**config.mk**
```make
export PLATFORM = sky130hd
export DESIGN_NAME = kmst_ctrl
export DESIGN_NICKNAME = d
export VERILOG_FILES = /design/src/kmst_pkg.sv /design/src/kmst_ctrl.sv
export SDC_FILE = /design/constraint.sdc
export NUM_CORES = 1
export LEC_CHECK = 0
export ABC_AREA = 1
export BUFFER_PORTS_ARGS = -buffer_cell sky130_fd_sc_hd__clkbuf_2
export CORE_MARGIN = 1.5
export CORE_UTILIZATION = 40
export CTS_CLUSTER_DIAMETER = 40
export DETAILED_ROUTE_END_ITERATION = 8
export PLACE_DENSITY = 0.65
export SLEW_MARGIN = 40
export SYNTH_ARGS = -nofsm -noshare
export SYNTH_HDL_FRONTEND = slang
export SYNTH_SLANG_ARGS = --single-unit
```
**constraint.sdc**
```tcl
create_clock -name clk -period 2.85 [get_ports clk]
set_input_delay 0.285 -clock clk [delete_from_list [all_inputs] [get_ports clk]]
set_output_delay 0.285 -clock clk [all_outputs]
set_load 0.01 [all_outputs]
```
**src/kmst_pkg.sv**
```systemverilog
// ============================================================================
// kmst_pkg - shared types and constants
// Field widths, register map and the controller/datapath command bus.
// ============================================================================
`timescale 1ns / 1ps
`default_nettype none

package kmst_pkg;

    localparam int MAX_VERTICES_DEF = 64;
    localparam int MAX_EDGES_DEF    = 256;

    localparam int VERTEX_W = 6;
    localparam int WEIGHT_W = 32;
    localparam int INDEX_W  = 8;
    localparam int VCOUNT_W = 7;

    localparam logic [VCOUNT_W-1:0] VCOUNT_RESET = 7'd64;

    localparam int APB_DATA_W = 32;
    localparam int APB_ADDR_W = 3;

    // register byte addresses
    localparam logic [APB_ADDR_W-1:0] ADDR_VERTEX_COUNT = 3'd0;

    typedef enum logic [3:0] {
        OP_LOAD,
        OP_INS,
        OP_INS_CMP,
        OP_INS_WR,
        OP_INIT,
        OP_K_RD,
        OP_K_GET,
        OP_K_LA,
        OP_K_LB,
        OP_WALK,
        OP_EMIT,
        OP_E_RD,
        OP_E_LD
    } kmst_op_t;

    typedef struct packed {
        kmst_op_t op;
    } kmst_cmd_t;

    typedef struct packed {
        logic in_fire;
        logic in_bad;
        logic in_last;
        logic last_pend;
        logic j_zero;
        logic j_one;
        logic shift;
        logic init_done;
        logic i_done;
        logic range_bad;
        logic same_label;
        logic walk_done;
        logic taken_zero;
        logic out_free;
        logic last_out;
    } kmst_status_t;

endpackage

`default_nettype wire

```
**src/kmst_ctrl.sv**
```systemverilog
// ============================================================================
// kmst_ctrl - sequencing state machine
// Steps through load/insert, label init, kruskal scan, relabel walk and emit.
// ============================================================================
`timescale 1ns / 1ps
`default_nettype none

module kmst_ctrl (
    input  wire logic                   clk,
    input  wire logic                   rst_n,
    input  wire kmst_pkg::kmst_status_t status,
    output kmst_pkg::kmst_cmd_t         cmd
);
    import kmst_pkg::*;

    typedef enum logic [3:0] {
        S_LOAD, S_INS, S_INS_CMP, S_INS_WR, S_INIT, S_K_RD, S_K_GET,
        S_K_LA, S_K_LB, S_WALK, S_EMIT, S_E_RD, S_E_LD
    } state_t;

    state_t state_reg, state_next;

    always_ff @(posedge clk or negedge rst_n)
    begin
        if (!rst_n)
        begin
            state_reg <= S_LOAD;
        end
        else
        begin
            state_reg <= state_next;
        end
    end

    always_comb
    begin
        state_next = state_reg;
        case (state_reg)
            S_LOAD:
            begin
                if (status.in_fire)
                begin
                    if (!status.in_bad)
                        state_next = S_INS;
                    else if (status.in_last)
                        state_next = S_INIT;
                end
            end
            S_INS:      state_next = status.j_zero ? S_INS_WR : S_INS_CMP;
            S_INS_CMP:
            begin
                if (!status.shift || status.j_one)
                    state_next = S_INS_WR;
            end
            S_INS_WR:   state_next = status.last_pend ? S_INIT : S_LOAD;
            S_INIT:
            begin
                if (status.init_done)
                    state_next = S_K_RD;
            end
            S_K_RD:     state_next = status.i_done ? S_EMIT : S_K_GET;
            S_K_GET:    state_next = status.range_bad ? S_K_RD : S_K_LA;
            S_K_LA:     state_next = S_K_LB;
            S_K_LB:     state_next = status.same_label ? S_K_RD : S_WALK;
            S_WALK:
            begin
                if (status.walk_done)
                    state_next = S_K_RD;
            end
            S_EMIT:
            begin
                if (!status.taken_zero)
                    state_next = S_E_RD;
                else if (status.out_free)
                    state_next = S_LOAD;
            end
            S_E_RD:
            begin
                if (status.out_free)
                    state_next = S_E_LD;
            end
            S_E_LD:     state_next = status.last_out ? S_LOAD : S_E_RD;
            default:    state_next = S_LOAD;
        endcase
    end

    always_comb
    begin
        case (state_reg)
            S_LOAD:    cmd.op = OP_LOAD;
            S_INS:     cmd.op = OP_INS;
            S_INS_CMP: cmd.op = OP_INS_CMP;
            S_INS_WR:  cmd.op = OP_INS_WR;
            S_INIT:    cmd.op = OP_INIT;
            S_K_RD:    cmd.op = OP_K_RD;
            S_K_GET:   cmd.op = OP_K_GET;
            S_K_LA:    cmd.op = OP_K_LA;
            S_K_LB:    cmd.op = OP_K_LB;
            S_WALK:    cmd.op = OP_WALK;
            S_EMIT:    cmd.op = OP_EMIT;
            S_E_RD:    cmd.op = OP_E_RD;
            S_E_LD:    cmd.op = OP_E_LD;
            default:   cmd.op = OP_LOAD;
        endcase
    end

endmodule

`default_nettype wire

```
==> results of run 1 <==
Yosys cell counts:
cell	n	area share, %
buf_2	1	0.94
o21ai_0	2	1.9
nor2_1	18	13
inv_1	15	11
nand4_1	1	1.2
nand2_2	3	3.5
o21ai_1	1	0.94
nand3b_1	3	4.2
dfrtp_1	4	19
nor2_2	5	5.9
inv_2	4	2.8
nand3_1	9	8.4
nand2_1	35	25
a21oi_1	4	3.7
worst max-delay path by stage:
stage | start | endpoint | slack, ps
floorplan | state_reg[0] | cmd[3] | 1530
global placement | state_reg[0] | cmd[3] | 1430
detailed placement | state_reg[0] | cmd[3] | 1410
CTS | state_reg[0] | cmd[3] | 1160
global route | state_reg[0] | cmd[3] | 1040
finish | state_reg[0] | cmd[3] | 1170
cell families (layout without fill, tap and decap cells):
group | after synthesis | in the layout | synth area share [%]
flip-flops | 4 | 4 | 18.7
AO/OA/AOI/OAI | 7 | 7 | 6.56
buffers and inverters | 20 | 43 | 14.3
AND/OR/NAND/NOR | 74 | 74 | 60.4
metrics by stage:
step	instances	utilization, %
6_report	142	58.0
5_1_grt	142	58.0
4_1_cts	142	58.0
3_5_place_dp	138	55.2
3_3_place_gp	138	55.2
2_1_floorplan	105	-
worst max-delay path: cells and delay by family (launching register included):
family	cells	cell delay [ps]
and+or+nand+nor	1	340
AOI/OAI and AO/OA	1	160
DFF	1	410
buffers and inverters	2	250
report_power, final:
part / switching (mW) / leakage (nW) / internal (mW)
Sequential: 0.0535 / 0.0514 / 0.0858
Clock: 0.0207 / 0.0138 / 0.0469
Combinational: 0.283 / 0.375 / 0.155
layer usage:
metal | wire (µm) | share of wire, % | GRT usage (%) | vias up
met5 | 0 | 0 | 0 | -
met4 | 10 | 0.74 | 5.17 | 0
met3 | 83 | 6.1 | 6.82 | 2
met2 | 615 | 46 | 38.5 | 29
met1 | 640 | 47 | 26.8 | 275
li1 | - | - | - | 370
area by class of cell:
type                            instances  area, µm²  share of cell area, %
Clock buffer                            3       22.5                   3.31
Tap cell                               14       17.5                   2.58
Inverter                               19       71.3                   10.5
Timing Repair Buffer                   21        110                   16.2
Sequential cell                         4        100                   14.7
Multi-Input combinational cell         81        358                   52.7
==> results.tsv, run 1 <==
stage	metric	value	unit
grt	remaining global-route overflow	0	
route	1st-pass router iterations	4	
route	DRT Wirelength	1350	µm
route	DRT antenna net count	0	
clock_tree	Reg clk slew, reported paths	40	ps
grt	first-pass GRT wire length	2270	µm
hold_path	Hold EP	state_reg[2]	
clock_tree	Post-CTS Setup Bufs	0	
route	Iter 0 DRT Violations	20	
placement	Post-DP Area	647	µm²
route	Via Count	676	
floorplanning	DIE HEIGHT	39.5	µm
grt	antenna violations before repair	0	
route	Via density	4.76	
sta	Clock Skew	6.45	ps
route	DRC	0	
setup_path	CP Class	reg2out	
hold_path	Worst Hold Class	in2reg	
hold_path	worst hold stages	4	
floorplanning	die area	1560	µm²
clock_tree	H-tree level count	1	
yosys	syn_nets	122	
floorplanning	die width	39.5	µm
sta	Max transition margin	75.0	%
setup_path	CP max stage cell	dfrtp_1	
hold_path	Hold Crit Start	status[7]	
clock_tree	cts hold-fix bufs	1	
grt	GRT Resource Usage Total	22.4	%
sta	Final Hold Vio Count	0	
power	Pleak	0.440	nW
clock_tree	clk_lat worst skew	230	ps
setup_path	Setup crit end kind	output port	
finish	Layout area overhead	27.2	%
finish	# diodes	0	
power	power per cell area	948	nW/µm²
clock_tree	Max Buffers Root-to-Sink	2	
sta	Worst Tran Pin Value	374	ps
yosys	Netlist Area Pre-Place	534	µm²
setup_path	worst r2r dst	state_reg[2]	
clock_tree	post-CTS resize count	0	
setup_path	Arr. time, crit path	1400	ps
finish	fin nets	147	
yosys	Synth Instances	105	
yosys	Avg Cell Area, Syn	5.09	µm²
setup_path	critical register-to-register path startpoint	state_reg[0]	
floorplanning	Initial Utilization	45.6	%
finish	most frequent cells in the layout	35 x nand2_1, 20 x clkbuf_2, 18 x nor2_1	
finish	post-route cell area	679	µm²
placement	DP Wirelength	1130	µm
finish	max reg flops	4	
yosys	#FFs+latches synth	4	
sta	fin. max-slew vios	0	
setup_path	r2r worst-path depth	8	
grt	vias in the first global route	584	
floorplanning	core box area	1170	µm²
yosys	Synth cell types	14	
setup_path	worst endpoint required time	2570	ps
setup_path	critical path cell sequence	nor2_2 > inv_1 > o21ai_0 > clkbuf_2	
yosys	Seq/Total Area, Yosys	18.7	%
finish	Layout fillers	117	
setup_path	reg2reg setup slack	1460	ps
power	worst vdd ir	0.000492	V
floorplanning	I/O pins	21	
grt	largest net degree at the start of global routing	11	
clock_tree	CTS root buf	clkbuf_4	
sta	max frequency	594	MHz
sta	period utilization	59.1	%
sta	final setup margin	1170	ps
route	Routed WL per cell	9.51	µm
status	outcome	completed	
placement	DP Worst Slack	1410	ps
setup_path	biggest cell delay along the critical path	410	ps
sta	post-route minimum period	1680	ps
clock_tree	CTS tree	built	
setup_path	Worst Setup Start Kind	register	
finish	layout cells sized above 1	27.3	%
run	MaxCap Viol Count	0	
yosys	synth warn	0	
clock_tree	clk sinks	4	
placement	Port Buffers	20	
clock_tree	Num CTS Buffers	3	
setup_path	crit-path max FO	10	
sta	Final Hold Slack	355	ps
sta	RSZ-0062 raised after global routing	no	
sta	Setup TNS	0	ps
floorplanning	row cnt	12	
sta	endpoints failing setup	0	
power	Design Power	0.644	mW
finish	most common cell after layout, fill and taps aside	nand2_1	
placement	GP Congestion	0.799	
Note: power is estimated with default switching activity, not from simulation.
==> run 2: changes to the inputs <==
--- a/config.mk
+++ b/config.mk
@@ -11,7 +11,7 @@
 export CORE_UTILIZATION = 40
 export CTS_CLUSTER_DIAMETER = 40
 export DETAILED_ROUTE_END_ITERATION = 8
-export PLACE_DENSITY = 0.65
+export PLACE_DENSITY = 0.67
 export SLEW_MARGIN = 40
 export SYNTH_ARGS = -nofsm -noshare
 export SYNTH_HDL_FRONTEND = slang
==> constraint.sdc (replaced) <==
create_clock -name clk -period 1.37 [get_ports clk]
set_input_delay 0.137 -clock clk [delete_from_list [all_inputs] [get_ports clk]]
set_output_delay 0.137 -clock clk [all_outputs]
set_load 0.01 [all_outputs]
==> run 2 against run 1 <==
Against the previous run: critical path depth decreased by 1; core utilization is 12 points higher; sequential power rose by 140%; total power rose to 2.7 times the previous value; setup slack got worse by 1100 ps; critical endpoint is now cmd[0]; largest power group unchanged.
==> results.tsv, run 2 (synthesized netlist as in run 1, its figures left out) <==
stage	metric	value	unit	change
status	outcome	completed		unchanged
clock_tree	Reg clk slew, reported paths	30	ps	was 40 ps
floorplanning	core box area	1170	µm²	unchanged
setup_path	r2r worst-path depth	8		unchanged
route	1st-pass router iterations	5		was 4
finish	sequential cell area	105	µm²	was 100 µm²
placement	DP Worst Slack	5.14	ps	was 1410 ps
finish	max reg flops	4		unchanged
floorplanning	row cnt	12		unchanged
grt	GRT Resource Usage Total	22.5	%	was 22.4%
setup_path	reg2reg setup slack	100	ps	was 1460 ps
setup_path	worst endpoint required time	1230	ps	was 2570 ps
setup_path	Worst Setup Start Kind	register		unchanged
hold_path	Hold EP	state_reg[2]		unchanged
sta	endpoints failing setup	0		unchanged
finish	multi-input combinational cell area	418	µm²	was 358 µm²
floorplanning	Initial Utilization	45.6	%	unchanged
sta	period utilization	97.0	%	
sta	Worst Tran Pin Value	257	ps	was 374 ps
route	DRC	0		unchanged
clock_tree	Max Buffers Root-to-Sink	2		unchanged
route	DRT Wirelength	1510	µm	was 1350 µm
finish	# diodes	0		unchanged
clock_tree	Num CTS Buffers	3		unchanged
grt	antenna violations before repair	0		unchanged
power	worst vdd ir	0.00101	V	was 0.000492 V
clock_tree	clk_lat worst skew	230	ps	about the same
setup_path	Arr. time, crit path	1190	ps	was 1400 ps
route	Via Count	709		was 676
sta	Final Hold Vio Count	0		unchanged
setup_path	CP Class	reg2out		unchanged
placement	GP Congestion	0.822		was 0.799
finish	layout cells sized above 1	40.4	%	was 27.3%
grt	remaining global-route overflow	0		unchanged
finish	Final Util	69.8	%	was 58.0%
setup_path	critical path cell sequence	buf_4 > a21oi_1 > clkbuf_2		was nor2_2 > inv_1 > o21ai_0 > clkbuf_2
finish	non-filler cells in the finished layout	150		was 142
hold_path	Hold Crit Start	status[7]		unchanged
placement	DP Wirelength	1150	µm	was 1130 µm
power	net switching power	0.925	mW	was 0.357 mW
run	MaxCap Viol Count	0		unchanged
power	Clock power frac	8.1	%	was 10.5%
placement	Post-DP Area	677	µm²	was 647 µm²
setup_path	critical register-to-register path startpoint	state_reg[3]		was state_reg[0]
clock_tree	CTS tree	built		unchanged
sta	fin. max-slew vios	0		unchanged
power	sw frac	52.5	%	was 55.4%
finish	most frequent cells in the layout	33 x nand2_1, 19 x clkbuf_2, 14 x inv_1, 14 x nor2_1, 8 x nand3_1		was 35 x nand2_1, 20 x clkbuf_2, 18 x nor2_1
finish	fin nets	155		was 147
placement	Port Buffers	20		unchanged
setup_path	CP max stage cell	dfrtp_2		was dfrtp_1
power	Int Pwr	0.839	mW	was 0.287 mW
setup_path	biggest cell delay along the critical path	490	ps	was 410 ps
sta	Clock Skew	1.51	ps	was 6.45 ps
route	DRT antenna net count	0		unchanged
finish	Layout area overhead	52.9	%	was 27.2%
setup_path	Setup crit end kind	output port		unchanged
placement	Cells after DPL	142		was 138
grt	first-pass GRT wire length	2400	µm	was 2270 µm
power	Comb pwr share	72.9	%	was 67.9%
clock_tree	CTS root buf	clkbuf_4		unchanged
power	sequential power share	19.0	%	was 21.6%
hold_path	worst hold stages	4		unchanged
clock_tree	H-tree level count	1		unchanged
sta	final setup margin	41.1	ps	was 1170 ps
clock_tree	clk sinks	4		unchanged
grt	largest net degree at the start of global routing	8		was 11
finish	post-route cell area	817	µm²	was 679 µm²
setup_path	crit-path max FO	6		was 10
grt	vias in the first global route	631		was 584
power	Pleak	0.495	nW	was 0.440 nW
sta	post-route minimum period	1330	ps	
route	Via density	4.73		was 4.76
floorplanning	DIE HEIGHT	39.5	µm	unchanged
finish	Layout fillers	115		was 117
setup_path	worst r2r dst	state_reg[2]		unchanged
hold_path	Worst Hold Class	in2reg		unchanged
power	Design Power	1.76	mW	was 0.644 mW
route	Routed WL per cell	10.1	µm	was 9.51 µm
power	power per cell area	2160	nW/µm²	was 948 nW/µm²
floorplanning	die area	1560	µm²	unchanged
sta	max frequency	753	MHz	
floorplanning	I/O pins	21		unchanged
finish	most common cell after layout, fill and taps aside	nand2_1		unchanged
floorplanning	die width	39.5	µm	unchanged
route	Iter 0 DRT Violations	6		was 20
sta	Max transition margin	82.8	%	was 75.0%
## run 2: worst max-delay path, delay by kind of cell (launching register included)
| family | cells | cell delay (ps) |
|---|---|---|
| flip-flops | 1 | 490 |
| buffers and inverters | 2 | 330 |
| AO/OA/AOI/OAI | 1 | 130 |
## run 2: power by group through the flow
| stage | Combinational, mW | Sequential (mW) | Clock [mW] |
|---|---|---|---|
| 4_1_cts | 1.07 | 0.300 | 0.143 |
| 3_5_place_dp | 1.01 | 0.276 | 0 |
| 5_1_grt | 1.45 | 0.347 | 0.147 |
| 3_3_place_gp | 1.01 | 0.278 | 0 |
| 2_1_floorplan | 0.733 | 0.236 | 0 |
| 6_report | 1.29 | 0.336 | 0.142 |
## run 2: repair_timing
item | CTS | global route
hold buffers | 1 | 0
pin swaps | 1 | 3
setup endpoints to repair | 3 | 6
hold endpoints to repair | 4 | 0
resized for setup | 4 | 21
buffers inserted | 1 | 3
## run 2: layout make-up
cell class              count  area share [%]
inverters                  19            9.34
repair buffers             29            21.7
multi-input cells          81            51.1
clock buffers               3            2.76
flip-flops and latches      4            12.9
well taps                  14            2.14
## run 2: worst max path at each step
stage,end,slack (ps),cells after the start,start
after floorplan,state_reg[2],130,9,state_reg[3]
after global placement,state_reg[1],10,8,state_reg[3]
after detailed placement,state_reg[1],5,8,state_reg[3]
after CTS,cmd[0],40,3,state_reg[3]
after global routing,state_reg[2],-40,10,state_reg[1]
final,cmd[0],40,3,state_reg[3]
## run 2: metrics by stage
step | hold WS (ps) | TNS [ps]
6_report | 177 | 0
3_3_place_gp | -53.1 | 0
5_1_grt | 206 | -43.9
2_1_floorplan | -159 | 0
3_5_place_dp | -55.3 | 0
4_1_cts | 184 | 0
## run 2: routing by layer
| metal | up-vias | GRT usage [%] | part of all wire (%) |
|---|---|---|---|
| met1 | 303 | 26.6 | 45 |
| met3 | 3 | 0 | 2.8 |
| met5 | - | 0 | 0 |
| met2 | 19 | 43.9 | 51 |
| met4 | 0 | 5.17 | 1.3 |
| li1 | 384 | - | - |
